**config.mk**
```make
export PLATFORM = sky130hd
export DESIGN_NAME = unsigned_to_radix_digits
export DESIGN_NICKNAME = d
export VERILOG_FILES = /design/src/rtl/u2rd_pkg.sv /design/src/rtl/u2rd_divider.sv /design/src/rtl/unsigned_to_radix_digits.sv
export SDC_FILE = /design/constraint.sdc
export NUM_CORES = 1
export LEC_CHECK = 0
export BUFFER_PORTS_ARGS = -buffer_cell sky130_fd_sc_hd__buf_4
export CAP_MARGIN = 10
export CELL_PAD_IN_SITES_DETAIL_PLACEMENT = 1
export CELL_PAD_IN_SITES_GLOBAL_PLACEMENT = 1
export CORE_MARGIN = 2
export CORE_UTILIZATION = 47
export DETAILED_ROUTE_END_ITERATION = 8
export PLACE_DENSITY = 0.74
export SLEW_MARGIN = 10
export SYNTH_ARGS = -nofsm -noshare
export SYNTH_HDL_FRONTEND = slang
export SYNTH_SLANG_ARGS = --single-unit
```
**constraint.sdc**
```tcl
create_clock -name clk -period 6.16 [get_ports clk]
set_input_delay 0.616 -clock clk [delete_from_list [all_inputs] [get_ports clk]]
set_output_delay 0.616 -clock clk [all_outputs]
set_load 0.03 [all_outputs]
```
**src/rtl/u2rd_pkg.sv**
```systemverilog
// Shared types and constants for the unsigned-to-radix-digits converter.
// Used by u2rd_divider and unsigned_to_radix_digits; no dependencies.
package u2rd_pkg;

    // Default parameter values
    localparam int DEF_MAX_RADIX   = 16;
    localparam int DEF_VALUE_WIDTH = 64;

    // Quotient bits resolved per divider cycle
    localparam int STEP_BITS = 4;

    // Fixed field widths of the ports
    localparam int VALUE_FIELD_W = 64;
    localparam int CHAR_W        = 8;
    localparam int CFG_IDX_W     = 2;
    localparam int CFG_DATA_W    = 64;
    localparam int RADIX_REG_W   = 5;

    // Register indexes of the configuration port
    localparam logic [CFG_IDX_W-1:0] CFG_RADIX      = 2'd0;
    localparam logic [CFG_IDX_W-1:0] CFG_CHARS_LOW  = 2'd1;
    localparam logic [CFG_IDX_W-1:0] CFG_CHARS_HIGH = 2'd2;

    // Reset values of the registers
    localparam logic [RADIX_REG_W-1:0] RADIX_RESET      = 5'd10;
    localparam logic [CFG_DATA_W-1:0]  CHARS_LOW_RESET  = 64'h3736353433323130;
    localparam logic [CFG_DATA_W-1:0]  CHARS_HIGH_RESET = 64'h6665646362613938;

    typedef enum logic [1:0] {
        ST_IDLE,
        ST_DIV,
        ST_READ,
        ST_SHOW
    } u2rd_state_t;

    // Sequencer to divider
    typedef struct packed {
        logic start;
    } div_ctrl_t;

    // Divider to sequencer
    typedef struct packed {
        logic busy;
        logic done;
    } div_stat_t;

    // Alphabet lookup: digits 0..7 in the low word, 8..15 in the high word
    function automatic logic [CHAR_W-1:0] char_of_digit(
        input logic [3:0]            sel,
        input logic [CFG_DATA_W-1:0] chars_low,
        input logic [CFG_DATA_W-1:0] chars_high
    );
        logic [CFG_DATA_W-1:0] word;
        word = sel[3] ? chars_high : chars_low;
        return word[sel[2:0]*CHAR_W +: CHAR_W];
    endfunction

endpackage

```
**src/rtl/u2rd_divider.sv**
```systemverilog
// Iterative divider: divides a value by a small radix, STEP_BITS quotient bits per cycle.
// Depends on u2rd_pkg (control/status structs, STEP_BITS).
module u2rd_divider #(
    parameter int VALUE_WIDTH = u2rd_pkg::DEF_VALUE_WIDTH,
    parameter int MAX_RADIX   = u2rd_pkg::DEF_MAX_RADIX
) (
    input  logic                                   clk,
    input  logic                                   rst_n,
    input  u2rd_pkg::div_ctrl_t                    ctrl,
    input  logic [((VALUE_WIDTH + u2rd_pkg::STEP_BITS - 1) / u2rd_pkg::STEP_BITS)
                  * u2rd_pkg::STEP_BITS - 1:0]     dividend,
    input  logic [$clog2(MAX_RADIX + 1) - 1:0]     radix,
    output u2rd_pkg::div_stat_t                    status,
    output logic [((VALUE_WIDTH + u2rd_pkg::STEP_BITS - 1) / u2rd_pkg::STEP_BITS)
                  * u2rd_pkg::STEP_BITS - 1:0]     quotient,
    output logic [$clog2(MAX_RADIX) - 1:0]         remainder
);
    import u2rd_pkg::*;

    localparam int PAD_W   = ((VALUE_WIDTH + STEP_BITS - 1) / STEP_BITS) * STEP_BITS;
    localparam int NSTEPS  = PAD_W / STEP_BITS;
    localparam int STEP_W  = (NSTEPS > 1) ? $clog2(NSTEPS) : 1;
    localparam int DIGIT_W = $clog2(MAX_RADIX);
    localparam int TW      = DIGIT_W + 1;

    logic [PAD_W-1:0]   shift_reg, shift_next;
    logic [DIGIT_W-1:0] rem_reg, rem_next;
    logic [STEP_W-1:0]  step_reg, step_next;
    logic               busy_reg, busy_next;
    logic               done_reg, done_next;

    logic [PAD_W-1:0]   sh_v;
    logic [DIGIT_W-1:0] rem_v;
    logic [TW-1:0]      t_v;
    logic [TW-1:0]      rad_ext;
    logic               qbit;

    assign rad_ext = TW'(radix);

    // STEP_BITS restoring steps; quotient bits shift in at the bottom
    always_comb
    begin
        sh_v  = shift_reg;
        rem_v = rem_reg;
        t_v   = '0;
        qbit  = 1'b0;
        for (int i = 0; i < STEP_BITS; i++)
        begin
            t_v = {rem_v, sh_v[PAD_W-1]};
            if (t_v >= rad_ext)
            begin
                rem_v = DIGIT_W'(t_v - rad_ext);
                qbit  = 1'b1;
            end
            else
            begin
                rem_v = DIGIT_W'(t_v);
                qbit  = 1'b0;
            end
            sh_v = {sh_v[PAD_W-2:0], qbit};
        end
    end

    always_comb
    begin
        shift_next = shift_reg;
        rem_next   = rem_reg;
        step_next  = step_reg;
        busy_next  = busy_reg;
        done_next  = 1'b0;
        if (ctrl.start)
        begin
            shift_next = dividend;
            rem_next   = '0;
            step_next  = '0;
            busy_next  = 1'b1;
        end
        else if (busy_reg)
        begin
            shift_next = sh_v;
            rem_next   = rem_v;
            step_next  = step_reg + 1'b1;
            if (step_reg == STEP_W'(NSTEPS - 1))
            begin
                busy_next = 1'b0;
                done_next = 1'b1;
            end
        end
    end

    always_ff @(posedge clk or negedge rst_n)
    begin
        if (!rst_n)
        begin
            busy_reg <= 1'b0;
            done_reg <= 1'b0;
            step_reg <= '0;
        end
        else
        begin
            busy_reg <= busy_next;
            done_reg <= done_next;
            step_reg <= step_next;
        end
    end

    always_ff @(posedge clk)
    begin
        shift_reg <= shift_next;
        rem_reg   <= rem_next;
    end

    assign status.busy = busy_reg;
    assign status.done = done_reg;
    assign quotient    = shift_reg;
    assign remainder   = rem_reg;

    a_no_start_busy: assert property (@(posedge clk) disable iff (!rst_n)
        ctrl.start |-> !busy_reg)
        else $error("divider started while busy");

    a_done_after_busy: assert property (@(posedge clk) disable iff (!rst_n)
        done_reg |-> !busy_reg)
        else $error("divider done while still busy");

    a_rem_below_radix: assert property (@(posedge clk) disable iff (!rst_n)
        done_reg |-> (TW'(rem_reg) < rad_ext))
        else $error("remainder not below radix");

endmodule

```
**src/rtl/unsigned_to_radix_digits.sv**
```systemverilog
// Top level: converts an unsigned value to radix digits, most significant first.
// Depends on u2rd_pkg and u2rd_divider; holds the digit memory and the sequencer.
//
//  channel | direction | handshake         | payload
//  s_*     | in        | s_tvalid/s_tready | s_tdata[63:0] = value
//  m_*     | out       | m_tvalid/m_tready | m_tdata[7:0] = character, m_tlast = last_digit
//  cfg_*   | in        | cfg_valid/cfg_ready | cfg_index (0 radix, 1 chars low, 2 chars high), cfg_data
//
// One value at a time. Each digit costs one division pass of the shared divider.
// Digits go into a memory and are then read back in reverse; each character takes
// a read state and a show state, plus any output stall time.
// Reset clears the sequencer and loads the register defaults; no clearing pass.
// cfg_ready is always high.
module unsigned_to_radix_digits #(
    parameter int MAX_RADIX   = u2rd_pkg::DEF_MAX_RADIX,
    parameter int VALUE_WIDTH = u2rd_pkg::DEF_VALUE_WIDTH
) (
    input  logic                               clk,
    input  logic                               rst_n,
    input  logic                               s_tvalid,
    output logic                               s_tready,
    input  logic [u2rd_pkg::VALUE_FIELD_W-1:0] s_tdata,   // [63:0] value
    output logic                               m_tvalid,
    input  logic                               m_tready,
    output logic [u2rd_pkg::CHAR_W-1:0]        m_tdata,   // [7:0] character
    output logic                               m_tlast,   // last_digit
    input  logic                               cfg_valid,
    output logic                               cfg_ready,
    input  logic [u2rd_pkg::CFG_IDX_W-1:0]     cfg_index,
    input  logic [u2rd_pkg::CFG_DATA_W-1:0]    cfg_data
);
    import u2rd_pkg::*;

    localparam int PAD_W   = ((VALUE_WIDTH + STEP_BITS - 1) / STEP_BITS) * STEP_BITS;
    localparam int DIGIT_W = $clog2(MAX_RADIX);
    localparam int RADIX_W = $clog2(MAX_RADIX + 1);
    localparam int ADDR_W  = $clog2(VALUE_WIDTH);
    localparam int CNT_W   = $clog2(VALUE_WIDTH + 1);

    u2rd_state_t state_reg, state_next;

    logic [RADIX_REG_W-1:0] radix_reg;
    logic [CFG_DATA_W-1:0]  chars_low_reg;
    logic [CFG_DATA_W-1:0]  chars_high_reg;

    logic [CNT_W-1:0]   cnt_reg, cnt_next;
    logic [ADDR_W-1:0]  rd_ptr_reg, rd_ptr_next;
    logic [DIGIT_W-1:0] digit_rd_reg;
    logic [DIGIT_W-1:0] digit_mem [VALUE_WIDTH];

    logic [RADIX_W-1:0] eff_radix;
    logic               in_acc, out_acc, mem_we, q_zero;

    div_ctrl_t          div_ctrl;
    div_stat_t          div_stat;
    logic [PAD_W-1:0]   div_dividend, div_quot;
    logic [DIGIT_W-1:0] div_rem;

    // Clamp the radix register to 2..MAX_RADIX
    always_comb
    begin
        if (radix_reg < RADIX_REG_W'(2))
            eff_radix = RADIX_W'(2);
        else if (radix_reg > RADIX_REG_W'(MAX_RADIX))
            eff_radix = RADIX_W'(MAX_RADIX);
        else
            eff_radix = RADIX_W'(radix_reg);
    end

    assign cfg_ready = 1'b1;
    assign in_acc    = s_tvalid && s_tready;
    assign out_acc   = m_tvalid && m_tready;
    assign q_zero    = (div_quot == '0);

    always_ff @(posedge clk or negedge rst_n)
    begin
        if (!rst_n)
        begin
            radix_reg      <= RADIX_RESET;
            chars_low_reg  <= CHARS_LOW_RESET;
            chars_high_reg <= CHARS_HIGH_RESET;
        end
        else if (cfg_valid && cfg_ready)
        begin
            case (cfg_index)
                CFG_RADIX:      radix_reg      <= cfg_data[RADIX_REG_W-1:0];
                CFG_CHARS_LOW:  chars_low_reg  <= cfg_data;
                CFG_CHARS_HIGH: chars_high_reg <= cfg_data;
                default:        ;
            endcase
        end
    end

    // Next state
    always_comb
    begin
        state_next = state_reg;
        case (state_reg)
            ST_IDLE:
                if (in_acc)
                    state_next = ST_DIV;
            ST_DIV:
                if (div_stat.done && q_zero)
                    state_next = ST_READ;
            ST_READ:
                state_next = ST_SHOW;
            ST_SHOW:
                if (out_acc)
                    state_next = m_tlast ? ST_IDLE : ST_READ;
            default:
                state_next = ST_IDLE;
        endcase
    end

    // Outputs and datapath control
    always_comb
    begin
        s_tready      = 1'b0;
        m_tvalid      = 1'b0;
        div_ctrl      = '0;
        div_dividend  = div_quot;
        mem_we        = 1'b0;
        cnt_next      = cnt_reg;
        rd_ptr_next   = rd_ptr_reg;
        case (state_reg)
            ST_IDLE:
            begin
                s_tready     = 1'b1;
                div_dividend = PAD_W'(s_tdata[VALUE_WIDTH-1:0]);
                div_ctrl.start = in_acc;
                cnt_next     = '0;
            end
            ST_DIV:
            begin
                if (div_stat.done)
                begin
                    mem_we   = 1'b1;
                    cnt_next = cnt_reg + 1'b1;
                    if (q_zero)
                        rd_ptr_next = cnt_reg[ADDR_W-1:0];
                    else
                        div_ctrl.start = 1'b1;
                end
            end
            ST_READ:
            begin
            end
            ST_SHOW:
            begin
                m_tvalid = 1'b1;
                if (out_acc && !m_tlast)
                    rd_ptr_next = rd_ptr_reg - 1'b1;
            end
            default:
            begin
            end
        endcase
    end

    assign m_tlast = (rd_ptr_reg == '0);
    assign m_tdata = char_of_digit(4'(digit_rd_reg), chars_low_reg, chars_high_reg);

    always_ff @(posedge clk or negedge rst_n)
    begin
        if (!rst_n)
        begin
            state_reg  <= ST_IDLE;
            cnt_reg    <= '0;
            rd_ptr_reg <= '0;
        end
        else
        begin
            state_reg  <= state_next;
            cnt_reg    <= cnt_next;
            rd_ptr_reg <= rd_ptr_next;
        end
    end

    // Digit memory: written in division order, read back in reverse
    always_ff @(posedge clk)
    begin
        if (mem_we)
            digit_mem[cnt_reg[ADDR_W-1:0]] <= div_rem;
        digit_rd_reg <= digit_mem[rd_ptr_reg];
    end

    u2rd_divider #(
        .VALUE_WIDTH (VALUE_WIDTH),
        .MAX_RADIX   (MAX_RADIX)
    ) u_div (
        .clk       (clk),
        .rst_n     (rst_n),
        .ctrl      (div_ctrl),
        .dividend  (div_dividend),
        .radix     (eff_radix),
        .status    (div_stat),
        .quotient  (div_quot),
        .remainder (div_rem)
    );

    a_one_at_a_time: assert property (@(posedge clk) disable iff (!rst_n)
        in_acc |=> !s_tready)
        else $error("new item taken while one is in flight");

    a_last_to_idle: assert property (@(posedge clk) disable iff (!rst_n)
        (out_acc && m_tlast) |=> s_tready)
        else $error("not idle after last character");

    a_done_in_div: assert property (@(posedge clk) disable iff (!rst_n)
        div_stat.done |-> (state_reg == ST_DIV))
        else $error("divider result outside division phase");

    a_count_bound: assert property (@(posedge clk) disable iff (!rst_n)
        mem_we |-> (cnt_reg < CNT_W'(VALUE_WIDTH)))
        else $error("digit count overflow");

endmodule
```
* Word level (Yosys, flattened, before mapping) *
Memory sizes are Yosys's and may differ from the RTL's. A register that Yosys moved wholly into a read port is not among the register bits.
Cells that the tools add are included.

operators by class
  add/subtract/negate cells = 7
  magnitude comparators = 6
  equality and inequality tests = 13
  shift-type cells = 1
  multiplexer cells = 42
  reductions and logical operators = 19

operators with widths
  operator               number
  $mux W64               4
  $logic_not A64 Y1      1
  $shiftx A64 B7 Y8      1
  $mux W4                6
  $ge A5 B5 Y1           4
  $mux W1                18
  $mux W6                3
  $sub A4 B4 Y4          4
  $pmux W7 S2            1
  $pmux W6 S2            1
  $mux W5                2
  $ne A2 B2 Y1 const B   5
  $reduce_and A2 Y1      5
  $mux W2                4
  $pmux W2 S4            1
  $add A7 B1 Y7 const B  1
  $mux W7                1
  $eq A2 B2 Y1 const B   3
  $logic_not A6 Y1       1
  $reduce_bool A2 Y1     3
  $sub A6 B1 Y6 const B  1
  $gt A5 B5 Y1 const B   1
  $lt A5 B2 Y1 const B   1
  $add A4 B1 Y4 const B  1
  other kinds (9)        15

word-level totals
  flip-flop bits (word level) = 222
  bits in writable memories = 256
  output and inout bits = 12
  logic and storage cells = 100
  memories = 1

memories
  name       depth  width  read ports  clocked after memory_dff  write ports  line                            RTL
  digit_mem  64     4      1           1                         1            unsigned_to_radix_digits.sv:49  logic [DIGIT_W-1:0] digit_mem [VALUE_WIDTH];

* Logic depth before layout (Yosys ltp) *
Gate-level depths: netlist of run 1.

  word-level depth = 13
  gate-level depth with buffers = 25

* Hierarchy *
From an unflattened synthesis of run 1, not the netlist that was laid out.

unflattened totals
  cells, all modules = 1467
  area total of the unflattened synthesis = 21912.3 sq um

modules (own cells, without submodules)
  module                    times used  cells each  area an instance (sq um)  sequential area each (sq um)
  unsigned_to_radix_digits  1           1176        17936.0                   11518.5
  u2rd_divider              1           291         3976.3                    2152.1

* Worst setup path after synthesis of run 1 *
Ideal clock, no wire load.

  kind = flip-flop to flip-flop
  start = register u_div.rem_reg[1], in the netlist u_div.remainder[1]
  end = register u_div.rem_reg[1], in the netlist u_div.remainder[1]
  arrival = 6.229 ns
  slack = -0.209 ns
  cell stages (with the launch flop) = 22
  buffers on the path = 0
  clock period less this slack = 6.369 ns
  path through = dfxtp_1 > ha_1 > nand2_1 > o21a_1 > o21ai_0 > mux2_2 > ha_1 > a21oi_1 > o21ai_0 > a221o_1 > mux2_2 > inv_1 > ha_1 > a31oi_1 > o21ai_1 > mux2i_1 > or2_2 > ha_1 > nand2_1 > o31ai_1 > mux2i_1 > a211oi_1

on the way
  word-level cells in the longest chain between the ends = 8
  elaborated cells on any way between the ends = 12

RTL lines
  item                                                  line                                    RTL
  start: declaration                                    u2rd_divider.sv:27                      logic [DIGIT_W-1:0] rem_reg, rem_next;
  start signal: assignment                              u2rd_divider.sv:110                     rem_reg <= rem_next;
  $sub A4 B4 Y4 / $ge A5 B5 Y1 (equally long branches)  u2rd_divider.sv:52, u2rd_divider.sv:50
  $mux W4 *                                             u2rd_divider.sv:50                      if (t_v >= rad_ext)
  $sub A4 B4 Y4 / $ge A5 B5 Y1 (equally long branches)  u2rd_divider.sv:52, u2rd_divider.sv:50
  $mux W4 *                                             u2rd_divider.sv:50
  $ge A5 B5 Y1 / $sub A4 B4 Y4 (equally long branches)  u2rd_divider.sv:50, u2rd_divider.sv:52
  $mux W4 *                                             u2rd_divider.sv:50
  $sub A4 B4 Y4 / $ge A5 B5 Y1 (equally long branches)  u2rd_divider.sv:52, u2rd_divider.sv:50
  $mux W4 *                                             u2rd_divider.sv:50

Every way passes the cells marked *; elsewhere a longest branch is shown, timed or not.
A chain may end at the register's enable or synchronous reset.

* Worst setup path after layout of run 1 *
  start = register radix_reg[2]
  end = register u_div.shift_reg[0], in the netlist u_div.quotient[0], data pin

on the way
  word-level cells in the longest chain between the ends = 13
  elaborated cells on any way between the ends = 17

RTL lines
  item                                                  line                                    RTL
  start: declaration                                    unsigned_to_radix_digits.sv:42          logic [RADIX_REG_W-1:0] radix_reg;
  start signal: assignment                              unsigned_to_radix_digits.sv:86          CFG_RADIX: radix_reg <= cfg_data[RADIX_REG_W-1:0];
  $gt A5 B5 Y1                                          unsigned_to_radix_digits.sv:64          else if (radix_reg > RADIX_REG_W'(MAX_RADIX))
  $mux W5                                               unsigned_to_radix_digits.sv:64
  $mux W5 *                                             unsigned_to_radix_digits.sv:62          if (radix_reg < RADIX_REG_W'(2))
  $sub A4 B4 Y4 / $ge A5 B5 Y1 (equally long branches)  u2rd_divider.sv:52, u2rd_divider.sv:50
  $mux W4                                               u2rd_divider.sv:50
  $sub A4 B4 Y4 / $ge A5 B5 Y1 (equally long branches)  u2rd_divider.sv:52, u2rd_divider.sv:50
  $mux W4                                               u2rd_divider.sv:50
  $sub A4 B4 Y4 / $ge A5 B5 Y1 (equally long branches)  u2rd_divider.sv:52, u2rd_divider.sv:50
  $mux W4                                               u2rd_divider.sv:50
  $ge A5 B5 Y1 *                                        u2rd_divider.sv:50
  $mux W1 *                                             u2rd_divider.sv:50
  $mux W64 *                                            u2rd_divider.sv:78                      else if (busy_reg)
  $mux W64 *                                            u2rd_divider.sv:71                      if (ctrl.start)
  via u_div.shift_next[0]                               u2rd_divider.sv:26                      logic [PAD_W-1:0] shift_reg, shift_next;
  end signal: assignment                                u2rd_divider.sv:109                     shift_reg <= shift_next;
  end: declaration                                      u2rd_divider.sv:26

Mark *: on every way through the listed nets, which the timed path passes. The rest lies on a longest branch. The select of a mux whose other input is x is not followed.

==> flow_metrics.tcl, run 1 <==
set metrics [dict create \
    clock_power_share_pct 24.1 \
    reg2reg_depth 22 \
    p_per_area_nw_per_um2 560.3 \
    hold-worst-slack_ns 0.1197 \
    gp_congestion 0.8171 \
    cap_violations 0 \
    switching_share_pct 33.45 \
    die_w_um 215.6 \
    p_leak_nw 8.850 \
    clockBufferDepth 3 \
    largest_reg_flops 256 \
    cp.required_ns 6.50 \
    layout.nets 1553 \
    synthFlopType "edfxtp_1" \
    min_period_over_period_pct 95.20 \
    ant_nets 0 \
    synth_area_leader_cell "edfxtp_1" \
    slew_violations 0 \
    cts.clk_slew.worst_paths_ns 0.06 \
    synth_top_area_share_pct 45.68 \
    outcome "finished clean" \
    dieArea_um2 46460 \
    synth-seq-cells 481 \
    worstSetupStartpointType "flop" \
    area_delta_synth_final_pct 17.33 \
    drc 0 \
    cts_buffers 51 \
    drive_gt1_share_pct 45.74 \
    ioPinCount 147 \
    cp_max_fo 7 \
    syn_area_um2 21030 \
    cts_sinks 481 \
    rr_startpoint "radix_reg[2]$_DFFE_PN0P_" \
    layout_common_cells "edfxtp_1, mux2_2, buf_4, mux4_2, dfrtp_1" \
    setup_violations 0 \
    synth_top_family_by_area "multiplexers" \
    yosysUniqueCellTypes 54 \
    p_int_mw 9.203 \
    seqPwrFrac_pct 35.8 \
    rsz0062_at_grt "false" \
    clock_latency_ns 0.59 \
    drt_iter0_drc 751 \
    relSlewSlack_pct 37.40 \
    yosys_warnings 0 \
    fill_cells 4003 \
    ir_drop_mv 0.6249 \
    num_vias 11558 \
    grt_max_degree 89 \
    yosys-top-cells-area "edfxtp_1, mux4_2, dfrtp_1, mux2_2, dfstp_2" \
    fin_crit_ns 5.864 \
    core_um2 44220 \
    io_buffer_count 145 \
    antenna_found_initial 1 \
    cp_slowest_cell "a221o_2" \
    layout_commonest_cell "edfxtp_1" \
    synth.area.mux_share_pct 23.67 \
    synth_fp_nets 1398 \
    fmax_mhz 170.5 \
    drt-wirelength-per-cell_um 24.53 \
    synthArstFlopShare_pct 31.81 \
    n_antenna_cell 0 \
    synth-adder-area-share_pct 1.808 \
    gr-total-overflow 0 \
    min_path_type "input pin to asynchronous set/reset pin" \
    crit_path_frequent_cell "ha_1" \
    die-height_um 215.6 \
    root_buffer "clkbuf_16" \
    hpwl_um 31580 \
    cts_htree_levels 2 \
    path_class "flop to flop" \
    synth_edf_count 320 \
    tns_ns 0 \
    grt_pass1_vias 12932 \
    tightest_slew_ns 0.9391 \
    syn_area_per_cell_um2 17.03 \
    seq_area_frac_synth_pct 64.99 \
    drt-pass1-iter-count 5 \
    num_rows 77 \
    wirelength_um 49660 \
    max_stage_delay_ns 0.45 \
    fin_skew_ns 0.02255 \
    crit_path_end_kind "flop" \
    rr_endpoint "u_div.quotient[0]$_DFFE_PP_" \
    synthCells 1235 \
    finalHoldViolCount 0 \
    ctsHoldBuffers 0 \
    r2r_slack_ns 0.30 \
    grt_use_total_pct 21.84 \
    combPwrFrac_pct 40.0 \
    crit_chain "o311a_4 -> ha_1 -> nor2b_1 -> o21a_1 -> o21ai_2 -> mux2_2 -> ha_1 -> a21oi_1 -> o21ai_1 -> a221o_2 -> buf_4 -> mux2_2 -> ha_1 -> nand2_1 -> o21ai_2 -> buf_4 -> mux2i_4 -> ha_1 -> a211oi_2 -> o31ai_2 -> buf_4 -> mux2_2" \
    final_core_util_pct 55.81 \
    net-switching-power_mw 4.626 \
    synth_compound_area_share_pct 2.689 \
    yosys.area_share.simple_pct 4.497 \
    vias_per_cell 5.710 \
    grt_pass1_wl_um 77810 \
    worstPathArrival_ns 6.20 \
    yosys.area_share.xor_xnor_pct 0.5830 \
    start_util_pct 47.57 \
    cts_tree "done" \
]
-- worst max path at each step --
stage	slack [ns]	cells after the start	to	start
detailed placement	-0.05	23	u_div.quotient[0]$_DFFE_PP_	radix_reg[2]$_DFFE_PN0P_
global route	0.01	24	u_div.remainder[1]$_SDFFE_PP0P_	radix_reg[2]$_DFFE_PN0P_
CTS	0.09	23	u_div.quotient[0]$_DFFE_PP_	radix_reg[2]$_DFFE_PN0P_
floorplan	0.006	20	u_div.remainder[1]$_SDFFE_PP0P_	u_div.remainder[2]$_SDFFE_PP0P_
finish	0.30	22	u_div.quotient[0]$_DFFE_PP_	radix_reg[2]$_DFFE_PN0P_
global placement	0.15	22	u_div.quotient[0]$_DFFE_PP_	radix_reg[2]$_DFFE_PN0P_
-- worst max-delay path: cells and delay by family, from the launching register on --
| kind | cells | cell delay [ns] |
|---|---|---|
| DFF | 1 | 0.41 |
| buffers and inverters | 3 | 0.53 |
| muxes | 4 | 1.15 |
| AOI/OAI and AO/OA | 9 | 2.10 |
| adders and majority gates | 4 | 1.27 |
| and+or+nand+nor | 2 | 0.14 |
-- what timing repair did --
item / 4_1_cts / 5_1_grt
gates cloned: 0 / 0
setup buffers: 0 / 4
endpoints found under the setup margin: 5 / 5
gates resized for setup: 3 / 9
pin swaps: 0 / 2
-- synthesized netlist by cell type (3+ instances only) --
library cell / instances
a31oi_1: 5
nand2_1: 40
ha_1: 24
dfrtp_1: 95
nand3_1: 7
nor2_1: 90
nand2b_1: 10
mux2_2: 204
inv_1: 17
nand4_1: 6
nor4_1: 17
nor2b_1: 11
xnor2_1: 7
dfxtp_1: 8
fa_1: 4
buf_4: 3
a21o_1: 7
mux2i_1: 16
o21ai_0: 29
mux4_2: 112
nor3_1: 7
clkbuf_1: 33
dfstp_2: 58
a211oi_1: 9
buf_2: 19
or2_2: 3
edfxtp_1: 320
nand3b_1: 3
and2_1: 3
xor2_1: 7
buf_1: 10
a21oi_1: 23
-- per-stage QoR --
step                setup slack (ns)  total power, mW  instance area (um2)  cells
finish                        0.2957            13.83                24680   2024
floorplan                   0.005699            8.670                21040   1235
detailed placement          -0.05362            10.24                22750   1925
global route                 0.01466            14.62                24680   2024
CTS                          0.09161            13.70                24600   2020
global placement              0.1485            10.02                22750   1925
-- cells by family (layout without fill, tap and decap cells) --
| kind of cell | after synthesis | count (layout) |
|---|---|---|
| xor gates and xnor gates | 14 | 14 |
| other | 1 | 1 |
| DFF | 481 | 481 |
| AOI/OAI and AO/OA | 92 | 92 |
| and+or+nand+nor | 203 | 203 |
| adders and majority gates | 28 | 28 |
| muxes | 332 | 332 |
| buffers and inverters | 84 | 281 |
-- cell type report --
type                            count  area [um2]  share of cell area (%)
Inverter                           17       63.81                  0.2586
Timing Repair Buffer              169        1272                   5.156
Clock inverter                     34       439.2                   1.779
Tap cell                          592       740.7                   3.001
Clock buffer                       61        1396                   5.658
Sequential cell                   481       13690                   55.45
Multi-Input combinational cell    670        7082                   28.69
-- metal layers --
metal  wire length (um)  part of all wire (%)  track usage, %  vias up
met5                 14                 0.028               0        -
met4               1160                   2.3           5.977        2
met3               2852                   5.7           4.975       78
met2              24920                    50           36.85      288
met1              20710                    42           28.63     6058
li1                   -                     -               -     5132
-- power groups by stage --
stage                     Combinational (mW)  Sequential, mW  Clock, mW
after global routing                    6.06            5.05       3.51
after detailed placement                5.22            5.02          0
after global placement                  5.03            4.99          0
after CTS                               5.33            4.97       3.40
after floorplan                         3.88            4.79          0
final                                   5.54            4.96       3.33
Note: power is estimated with default switching activity, not from simulation.
==> run 2: changes to the inputs <==
--- a/config.mk
+++ b/config.mk
@@ -12,8 +12,7 @@
 export CORE_MARGIN = 2
 export CORE_UTILIZATION = 47
 export DETAILED_ROUTE_END_ITERATION = 8
-export PLACE_DENSITY = 0.74
-export SLEW_MARGIN = 10
+export PLACE_DENSITY_LB_ADDON = 0.2
 export SYNTH_ARGS = -nofsm -noshare
 export SYNTH_HDL_FRONTEND = slang
 export SYNTH_SLANG_ARGS = --single-unit
==> flow_metrics.tcl, run 2 (synthesis results as in run 1) <==
set metrics [dict create \
    cp_max_fo 8 \
    finalHoldViolCount 0 \
    rr_startpoint "radix_reg[2]$_DFFE_PN0P_" \
    p_leak_nw 8.716 \
    layout_commonest_cell "edfxtp_1" \
    area_delta_synth_final_pct 16.11 \
    hpwl_um 31650 \
    ant_nets 0 \
    grt_pass1_vias 12898 \
    tns_ns 0 \
    layout.nets 1549 \
    slew_violations 0 \
    crit_path_frequent_cell "ha_1" \
    ctsHoldBuffers 0 \
    drive_gt1_share_pct 44.22 \
    dpl_cell_area_um2 22740 \
    gp_congestion 0.7944 \
    seqCellArea_um2 13680 \
    cap_violations 0 \
    layout_common_cells "edfxtp_1, mux2_2, buf_4, mux4_2, dfrtp_1" \
    seqPwrFrac_pct 37.3 \
    root_buffer "clkbuf_16" \
    cts.clk_slew.worst_paths_ns 0.06 \
    p_per_area_nw_per_um2 544.3 \
    worstPathArrival_ns 6.24 \
    crit_chain "o311a_4 -> ha_1 -> nor2b_1 -> o21a_1 -> o21ai_2 -> mux2_2 -> ha_1 -> a21oi_1 -> o21ai_0 -> a221o_2 -> mux2_2 -> inv_1 -> ha_1 -> a21o_1 -> a31oi_1 -> o21ai_2 -> mux2i_1 -> or2_2 -> ha_1 -> nand2_1 -> o31ai_1 -> buf_4 -> mux2i_1 -> a211oi_1" \
    worst_path_dominant_cell_family "compound AO/OA/AOI/OAI gates" \
    num_rows 77 \
    drc 0 \
    largest_reg_flops 256 \
    cts_htree_levels 2 \
    max_stage_delay_ns 0.43 \
    outcome "finished clean" \
    core_um2 44220 \
    multi_input_area_um2 7057 \
    start_util_pct 47.57 \
    fill_cells 4014 \
    relSlewSlack_pct 31.37 \
    min_path_type "input pin to asynchronous set/reset pin" \
    fmax_mhz 172.1 \
    vias_per_cell 5.710 \
    die-height_um 215.6 \
    clockBufferDepth 3 \
    setup_violations 0 \
    combPwrFrac_pct 39.8 \
    antenna_found_initial 0 \
    rsz0062_at_grt "true" \
    dieArea_um2 46460 \
    cts_sinks 481 \
    reg2reg_depth 24 \
    tightest_slew_ns 1.020 \
    net-switching-power_mw 4.480 \
    num_vias 11529 \
    grt_max_degree 87 \
    rr_endpoint "u_div.remainder[1]$_SDFFE_PP0P_" \
    wirelength_um 49390 \
    drt-pass1-iter-count 5 \
    path_class "flop to flop" \
    crit_path_end_kind "flop" \
    p_int_mw 8.814 \
    fin_crit_ns 5.811 \
    cp.required_ns 6.58 \
    grt_pass1_wl_um 77740 \
    n_antenna_cell 0 \
    drt_iter0_drc 686 \
    final_area_um2 24420 \
    p_total_mw 13.29 \
    io_buffer_count 145 \
    die_w_um 215.6 \
    cts_tree "done" \
    cts_buffers 52 \
    fin_skew_ns 0.01981 \
    min_period_over_period_pct 94.34 \
    worstSetupStartpointType "flop" \
    cp_slowest_cell "a221o_2" \
    final_core_util_pct 55.23 \
    grt_use_total_pct 21.90 \
    clock_latency_ns 0.60 \
    gr-total-overflow 0 \
    ir_drop_mv 0.5483 \
    clock_power_share_pct 22.9 \
    switching_share_pct 33.70 \
    drt-wirelength-per-cell_um 24.46 \
    ioPinCount 147 \
    r2r_slack_ns 0.35 \
    path_buf_inv 2 \
]
run 2: changes by cell type in the layout (fill, tap and decap cells not counted), sizes merged:
cell	change
clkbuf	+18
inv	+2
bufinv	-7
clkinv	-11
clkinvlp	-2
buf	-5
run 2: power groups by stage:
stage | Combinational (mW) | Clock [mW] | Sequential, mW
after floorplan | 3.88 | 0 | 4.79
after global placement | 5.03 | 0 | 5.01
after detailed placement | 5.22 | 0 | 5.03
after CTS | 5.29 | 3.11 | 4.98
after global routing | 5.82 | 3.23 | 5.06
final | 5.29 | 3.04 | 4.96
run 2: worst max-delay path by stage:
stage	start	endpoint	slack, ns	depth (start not counted)
global placement	radix_reg[4]$_DFFE_PN0P_	u_div.quotient[0]$_DFFE_PP_	0.08	22
global route	radix_reg[2]$_DFFE_PN0P_	u_div.remainder[1]$_SDFFE_PP0P_	-0.02	24
floorplan	u_div.remainder[2]$_SDFFE_PP0P_	u_div.remainder[1]$_SDFFE_PP0P_	0.006	20
finish	radix_reg[2]$_DFFE_PN0P_	u_div.remainder[1]$_SDFFE_PP0P_	0.35	24
detailed placement	radix_reg[4]$_DFFE_PN0P_	u_div.quotient[0]$_DFFE_PP_	-0.0005	23
CTS	radix_reg[4]$_DFFE_PN0P_	u_div.quotient[0]$_DFFE_PP_	0.07	22
run 2: repair_timing:
item | CTS | global route
endpoints found under the setup margin | 4 | 5
buffers inserted | 0 | 1
resized for setup | 1 | 7
run 2: layout make-up:
cell class              count  area share (%)
flip-flops and latches    481           56.03
multi-input cells         670           28.89
clock buffers              79           6.076
repair buffers            164           5.056
well taps                 592           3.033
clock inverters            16          0.6506
inverters                  17          0.2613
run 2: worst register-to-register path, stage by stage (launching register included):
cell	delay [ns]
dfrtp_1	0.42
o311a_4	0.40
ha_1	0.32
nor2b_1	0.07
o21a_1	0.22
o21ai_2	0.17
mux2_2	0.37
ha_1	0.35
a21oi_1	0.15
o21ai_0	0.14
a221o_2	0.43
mux2_2	0.30
inv_1	0.05
ha_1	0.21
a21o_1	0.18
a31oi_1	0.18
o21ai_2	0.15
mux2i_1	0.17
or2_2	0.32
ha_1	0.31
nand2_1	0.06
o31ai_1	0.20
buf_4	0.20
mux2i_1	0.20
a211oi_1	0.09
run 2: metrics by stage:
step / setup slack, ns / cells / hold slack, ns
2_1_floorplan: 0.005699 / 1235 / 0.3204
3_3_place_gp: 0.07990 / 1923 / 0.4823
3_5_place_dp: -0.0004885 / 1923 / 0.4906
4_1_cts: 0.07151 / 2018 / 0.1196
5_1_grt: -0.02171 / 2019 / 0.1506
6_report: 0.3488 / 2019 / 0.08864
run 2: metal layers:
layer / vias up / share of wire [%] / GRT usage, %
met2: 279 / 50 / 36.44
met5: - / 0 / 0
met4: 0 / 2.3 / 6.483
met1: 6072 / 43 / 29.37
met3: 70 / 5.2 / 4.369
li1: 5108 / - / -
